--- src/hw/rtl/dhcpmt_pkg.sv ---
package dhcpmt_pkg;

  localparam int unsigned HwAddrW = 48;
  localparam int unsigned CfgIdxW = 8;
  localparam int unsigned InDataW = 56;
  localparam int unsigned OutDataW = 16;

  localparam logic [CfgIdxW-1:0] CFG_TARGET_HW_ADDRESS = 8'd0;
  localparam logic [CfgIdxW-1:0] CFG_WANTED_TYPE = 8'd1;

  localparam logic [7:0] WANTED_TYPE_RESET = 8'd3;

  localparam logic [7:0] CODE_PAD = 8'd0;
  localparam logic [7:0] CODE_MSG_TYPE = 8'd53;
  localparam logic [7:0] CODE_END = 8'd255;

  localparam logic [7:0] COOKIE_BYTES [4] = '{8'h63, 8'h82, 8'h53, 8'h63};

  localparam int unsigned OutCookieBit = 0;
  localparam int unsigned OutFoundBit = 1;
  localparam int unsigned OutKindLsb = 2;
  localparam int unsigned OutAcceptedBit = 10;

  typedef enum logic [2:0] {
    PH_COOKIE,
    PH_CODE,
    PH_LEN,
    PH_SKIP,
    PH_TYPEVAL,
    PH_DONE
  } phase_e;

  typedef struct packed {
    phase_e     phase;
    logic [7:0] skip_remaining;
    logic [7:0] current_code;
    logic       cookie_ok;
    logic       found;
    logic [7:0] found_type;
  } parse_state_t;

  localparam parse_state_t ARM_STATE = '{
    phase:          PH_COOKIE,
    skip_remaining: 8'd0,
    current_code:   8'd0,
    cookie_ok:      1'b1,
    found:          1'b0,
    found_type:     8'd0
  };

  // Packed from the lowest bit up: cookie_good, type_found, message_kind, accepted.
  typedef struct packed {
    logic       accepted;
    logic [7:0] message_kind;
    logic       type_found;
    logic       cookie_good;
  } result_t;

endpackage

--- src/hw/rtl/dhcpmt_parser.sv ---
module dhcpmt_parser
  import dhcpmt_pkg::*;
#(
  parameter int unsigned OPTION_BYTES = 312
) (
  input  logic               clk_i,
  input  logic               rst_ni,
  input  logic               accept_i,
  input  logic [7:0]         data_byte_i,
  input  logic               first_byte_i,
  input  logic               last_byte_i,
  input  logic [HwAddrW-1:0] sender_hw_address_i,
  input  logic [HwAddrW-1:0] target_hw_address_i,
  input  logic [7:0]         wanted_type_i,
  output logic               res_valid_o,
  output result_t            res_o
);

  localparam int unsigned PosW = $clog2(OPTION_BYTES + 1);
  localparam logic [PosW-1:0] PosMax = PosW'(OPTION_BYTES);

  parse_state_t       st_q, st_a, st_d;
  logic [PosW-1:0]    pos_q, pos_a, pos_d;
  logic [HwAddrW-1:0] held_q, held_d;

  always_comb begin
    st_a   = first_byte_i ? ARM_STATE : st_q;
    pos_a  = first_byte_i ? '0 : pos_q;
    held_d = first_byte_i ? sender_hw_address_i : held_q;
    st_d   = st_a;
    pos_d  = pos_a;
    if (pos_a < PosMax) begin
      pos_d = pos_a + PosW'(1);
      case (st_a.phase)
        PH_COOKIE: begin
          st_d.cookie_ok = st_a.cookie_ok && (data_byte_i == COOKIE_BYTES[pos_a[1:0]]);
          if (pos_a[1:0] == 2'd3) begin
            st_d.phase = st_d.cookie_ok ? PH_CODE : PH_DONE;
          end
        end
        PH_CODE: begin
          if (data_byte_i == CODE_END) begin
            st_d.phase = PH_DONE;
          end else if (data_byte_i != CODE_PAD) begin
            st_d.current_code = data_byte_i;
            st_d.phase        = PH_LEN;
          end
        end
        PH_LEN: begin
          if (st_a.current_code == CODE_MSG_TYPE && data_byte_i == 8'd1) begin
            st_d.phase = PH_TYPEVAL;
          end else if (data_byte_i == 8'd0) begin
            st_d.phase = PH_CODE;
          end else begin
            st_d.skip_remaining = data_byte_i;
            st_d.phase          = PH_SKIP;
          end
        end
        PH_SKIP: begin
          if (st_a.skip_remaining != 8'd0) begin
            st_d.skip_remaining = st_a.skip_remaining - 8'd1;
          end
          if (st_d.skip_remaining == 8'd0) begin
            st_d.phase = PH_CODE;
          end
        end
        PH_TYPEVAL: begin
          st_d.found      = 1'b1;
          st_d.found_type = data_byte_i;
          st_d.phase      = PH_DONE;
        end
        default: begin
          st_d = st_a;
        end
      endcase
    end
  end

  always_comb begin
    res_valid_o        = accept_i && last_byte_i;
    res_o.cookie_good  = st_d.cookie_ok && (st_d.phase != PH_COOKIE);
    res_o.type_found   = st_d.found;
    res_o.message_kind = st_d.found ? st_d.found_type : 8'd0;
    res_o.accepted     = res_o.cookie_good && st_d.found &&
                         (res_o.message_kind == wanted_type_i) &&
                         (held_d == target_hw_address_i);
  end

  always_ff @(posedge clk_i or negedge rst_ni) begin
    if (!rst_ni) begin
      st_q   <= ARM_STATE;
      pos_q  <= '0;
      held_q <= '0;
    end else if (accept_i) begin
      st_q   <= last_byte_i ? ARM_STATE : st_d;
      pos_q  <= last_byte_i ? '0 : pos_d;
      held_q <= held_d;
    end
  end

endmodule

--- src/hw/rtl/dhcp_option_message_type_filter.sv ---
// The last byte's result is registered onto m_axis, or into the second buffer entry on a stall.
// Throughput: one options byte per cycle while s_axis_tready is high (second buffer entry empty).
// A two-entry result buffer keeps the input open while one result waits on the output.
// Reset (rst_ni low, asynchronous) rearms the parser, clears the held address and the
// result buffer, and returns the registers to target 0 and wanted type 3.
module dhcp_option_message_type_filter
  import dhcpmt_pkg::*;
#(
  parameter int unsigned OPTION_BYTES = 312
) (
  input  logic                clk_i,
  input  logic                rst_ni,
  input  logic                s_axis_tvalid,
  output logic                s_axis_tready,
  input  logic [InDataW-1:0]  s_axis_tdata,   // data_byte, sender_hw_address
  input  logic                s_axis_tlast,
  input  logic                s_axis_tuser,   // first_byte
  output logic                m_axis_tvalid,
  input  logic                m_axis_tready,
  output logic [OutDataW-1:0] m_axis_tdata,   // cookie_good, type_found, message_kind,
                                              // accepted, zero fill
  input  logic                cfg_valid_i,
  output logic                cfg_ready_o,
  input  logic [CfgIdxW-1:0]  cfg_index_i,
  input  logic [HwAddrW-1:0]  cfg_data_i
);

  logic [HwAddrW-1:0] target_q;
  logic [7:0]         wanted_q;
  logic               in_accept;
  logic               res_valid;
  result_t            res;
  logic               out_valid_q, skid_valid_q;
  result_t            out_q, skid_q;

  assign cfg_ready_o   = 1'b1;
  assign s_axis_tready = !skid_valid_q;
  assign in_accept     = s_axis_tvalid && s_axis_tready;

  always_ff @(posedge clk_i or negedge rst_ni) begin
    if (!rst_ni) begin
      target_q <= '0;
      wanted_q <= WANTED_TYPE_RESET;
    end else if (cfg_valid_i && cfg_ready_o) begin
      if (cfg_index_i == CFG_TARGET_HW_ADDRESS) begin
        target_q <= cfg_data_i;
      end else if (cfg_index_i == CFG_WANTED_TYPE) begin
        wanted_q <= cfg_data_i[7:0];
      end
    end
  end

  dhcpmt_parser #(
    .OPTION_BYTES(OPTION_BYTES)
  ) u_parser (
    .clk_i               (clk_i),
    .rst_ni              (rst_ni),
    .accept_i            (in_accept),
    .data_byte_i         (s_axis_tdata[7:0]),
    .first_byte_i        (s_axis_tuser),
    .last_byte_i         (s_axis_tlast),
    .sender_hw_address_i (s_axis_tdata[InDataW-1:8]),
    .target_hw_address_i (target_q),
    .wanted_type_i       (wanted_q),
    .res_valid_o         (res_valid),
    .res_o               (res)
  );

  always_ff @(posedge clk_i or negedge rst_ni) begin
    if (!rst_ni) begin
      out_valid_q  <= 1'b0;
      skid_valid_q <= 1'b0;
    end else if (!out_valid_q || m_axis_tready) begin
      out_valid_q  <= skid_valid_q || res_valid;
      skid_valid_q <= 1'b0;
    end else if (res_valid) begin
      skid_valid_q <= 1'b1;
    end
  end

  always_ff @(posedge clk_i) begin
    if (!out_valid_q || m_axis_tready) begin
      out_q <= skid_valid_q ? skid_q : res;
    end else if (res_valid) begin
      skid_q <= res;
    end
  end

  assign m_axis_tvalid = out_valid_q;
  assign m_axis_tdata  = {(OutDataW - $bits(result_t))'(0), out_q};

endmodule

--- config.mk ---
export PLATFORM = sky130hd
export DESIGN_NAME = dhcp_option_message_type_filter
export DESIGN_NICKNAME = d
export VERILOG_FILES = /design/src/hw/rtl/dhcpmt_pkg.sv /design/src/hw/rtl/dhcpmt_parser.sv /design/src/hw/rtl/dhcp_option_message_type_filter.sv
export SDC_FILE = /design/constraint.sdc
export NUM_CORES = 1
export LEC_CHECK = 0
export BUFFER_PORTS_ARGS = -buffer_cell sky130_fd_sc_hd__buf_2
export CORE_MARGIN = 5
export CORE_UTILIZATION = 30
export CTS_BUF_LIST = sky130_fd_sc_hd__clkbuf_4 sky130_fd_sc_hd__clkbuf_8
export DETAILED_ROUTE_END_ITERATION = 6
export PLACE_DENSITY = 0.46
export SYNTH_ARGS = -nofsm -noshare
export SYNTH_HDL_FRONTEND = slang
export SYNTH_SLANG_ARGS = --single-unit
--- constraint.sdc ---
create_clock -name clk_i -period 3.7 [get_ports clk_i]
set_input_delay 0.74 -clock clk_i [delete_from_list [all_inputs] [get_ports clk_i]]
set_output_delay 0.74 -clock clk_i [all_outputs]
set_load 0.02 [all_outputs]
==> metrics.txt <==
status=finished clean; Total Power=4.152 mW; layout cells sized above 1=34.17%; hold_buf cts=0; post-route clock period utilization=76.51%; gpl congestion=0.8059; yosys warns=0; register area share after synthesis=between 40 and 50%; final setup TNS=0 ns; fillers=2,899; Crit path max-delay family=simple AND/OR/NAND/NOR gates; Avg WL per Cell=18.06 um; Clock Tree Buf Depth=2; Area Growth Syn to Fin=17.38%; Rel. slew slack=51.37%; Worst-Margin Slew=0.7295 ns; critical path endpoint category=flop; synthesis-stage register bit count=166; flop-to-flop setup slack=0.87 ns; hold crit path type=in2async; Period minus WS final=approximately 2.8 ns; TritonCTS buffer count=17; Global Route Usage Sum=14.21%; Switching Fraction=26.76%; Initial Util=30.55%; final setup fails=0; leakage=4.621 nW; PwrDens=400.2 mW/mm2; CP max stage cell=dfrtp_1; max_cap viols=0; Clk pin slew, worst setup/hold paths=0.10 ns; port bufs=131; # DRC=0; Post-Syn Instances=782; critical path fanouts, max=10; routed vias=6,403; post-route setup slack=0.8692 ns; Setup Buffers After CTS=0; clk_lat worst skew=0.47 ns; commonest non-fill, non-tap cells in the layout=141 x dfrtp_1, 129 x buf_2, 114 x mux2_2, 52 x nand2_1; post-synthesis cell type count=66; largest net degree at the start of global routing=72; fin nets=between 1,000 and 1,500; Synth Flop Type=dfrtp_1; Logic pwr share=between 10% and 20%; Final ANT Viol Nets=0; WL final=23,460 um; max incr delay on CP=around 0.49 ns; commonest non-fill, non-tap cell in the layout=dfrtp_1; first-pass GRT wire length=37,370 um; WP data required=3.91 ns; CTS root buffer=clkbuf_8; Cell Area, Synth=0.008840 mm2; Net Sw Power=roughly 1.1 mW; I/O Pins=138; Final Core Density=35.86%; f_max=353.3 MHz; dpl hpwl=~17,000 um; vias per cell=4.929; RSZ-0062 raised after global routing=no; Crit Path Category=reg2reg; H-Tree Depth=4; skew final=0.02308 ns; die area=0.03300 mm2; Core Region=around 0.029 mm2; drt initial violations=281; vias in the first global route=around 6,500; Setup WS pre-CTS=0.3877 ns; Worst VDD drop=0.2063 mV; Mean Syn Cell Area=around 11 um2; clock power share=36.6%; DIE HEIGHT=181.7 um; Slew Viols, Final=0; First-pass DRT Iterations=5; initial antenna violation count=8; CP startpoint kind=flop; Die Wd=about 180 um; post_cts resized=0; Sink Count=~170; TritonCTS clock tree=yes; GRT overflow=0; Worst EP arrival=3.05 ns; EDFF count, synth=22; Reg power frac=around 50%; Critical Path, Cell by Cell=nand2b_1, ha_1, inv_1, or4_1, and3_1, o41ai_1, nand4_1, nor3b_4, o21ai_1; Rows=62; Hold Vio Cnt, Final=0; Power Internal=around 3 mW; FFs w/ async S/R, synth=about 87%; CP Buf/Inv Count=1
## cell families after synthesis
logic type	synth area share, %
AND/OR/NAND/NOR	10.50
other	0.08496
flip-flops	48.28
adder cells (fa/ha/maj)	0.5662
buffers and inverters	3.765
AO/OA/AOI/OAI	11.11
XOR/XNOR	5.846
multiplexers	19.84
## synth_stat cells (12+ instances only)
cell type | count | area, um2
a22o_1 | 21 | 183.9
xor2_1 | 12 | 105.1
o21ai_0 | 44 | 220.2
clkbuf_1 | 22 | 82.58
mux2i_1 | 47 | 470.5
nor2_1 | 30 | 112.6
edfxtp_1 | 22 | 660.6
nor4_1 | 15 | 93.84
a21oi_1 | 22 | 110.1
nand2_1 | 53 | 198.9
xnor2_1 | 47 | 411.6
mux2_2 | 114 | 1284
inv_1 | 14 | 52.55
dfrtp_1 | 141 | 3528
nor2b_1 | 12 | 75.07
## flip-flops by register name, indices dropped and copies added, names as in the netlist
register / count
m_axis_tdata: 11
m_axis_tvalid: 1
skid_q: 11
skid_valid_q: 1
target_q: 48
u_parser.held_q: 48
u_parser.pos_q: 9
u_parser.st_q: 29
wanted_q: 8
## metrics by stage
step | area (um2) | hold WS (ns) | instances
6_report | 10380 | 0.2941 | 1299
5_1_grt | 10370 | 0.3368 | 1298
4_1_cts | 10370 | 0.2962 | 1297
3_5_place_dp | 9910 | 0.4905 | 1265
3_3_place_gp | 9910 | 0.4857 | 1265
2_1_floorplan | 8855 | 0.4444 | 786
## final cells by class
cell class / count / area [um2] / area share, %
Inverter: 14 / 52.55 / 0.5065
Timing Repair Buffer: 150 / 844.6 / 8.139
Multi-Input combinational cell: 551 / 4264 / 41.09
Tap cell: 384 / 480.5 / 4.630
Clock inverter: 14 / 214.0 / 2.062
Sequential cell: 166 / 4268 / 41.13
Antenna cell: 2 / 5.005 / 0.04823
Clock buffer: 18 / 247.7 / 2.388
## metal layers
layer  track usage, %  vias to the layer above  part of all wire (%)
met1            20.39                     3107                    48
met3            4.402                       27                   6.4
met5                0                        -                  0.35
met4            3.062                       12                   1.0
li1                 -                     3086                     -
met2            21.13                      171                    44
## path summary, 6_finish.rpt
check                             startpoint                end  depth (start not counted)
setup / recovery           u_parser.st_q[18]    m_axis_tdata[0]                          9
hold / removal                        rst_ni  u_parser.st_q[14]                          1
setup reg to reg           u_parser.st_q[18]    m_axis_tdata[0]                          9
hold reg to reg            u_parser.pos_q[7]  u_parser.pos_q[7]                          1
max in group asynchronous             rst_ni       target_q[23]                          2
min in group clk_i            cfg_data_i[22]       target_q[22]                          2
## power groups by stage
stage	Sequential [mW]	Clock (mW)	Combinational [mW]
6_report	2.05	1.52	0.577
5_1_grt	2.07	1.64	0.638
3_3_place_gp	2.09	0	0.584
3_5_place_dp	2.09	0	0.588
2_1_floorplan	2.09	0	0.374
4_1_cts	2.05	1.58	0.590
No activity file was read; power rests on OpenSTA's default activity.
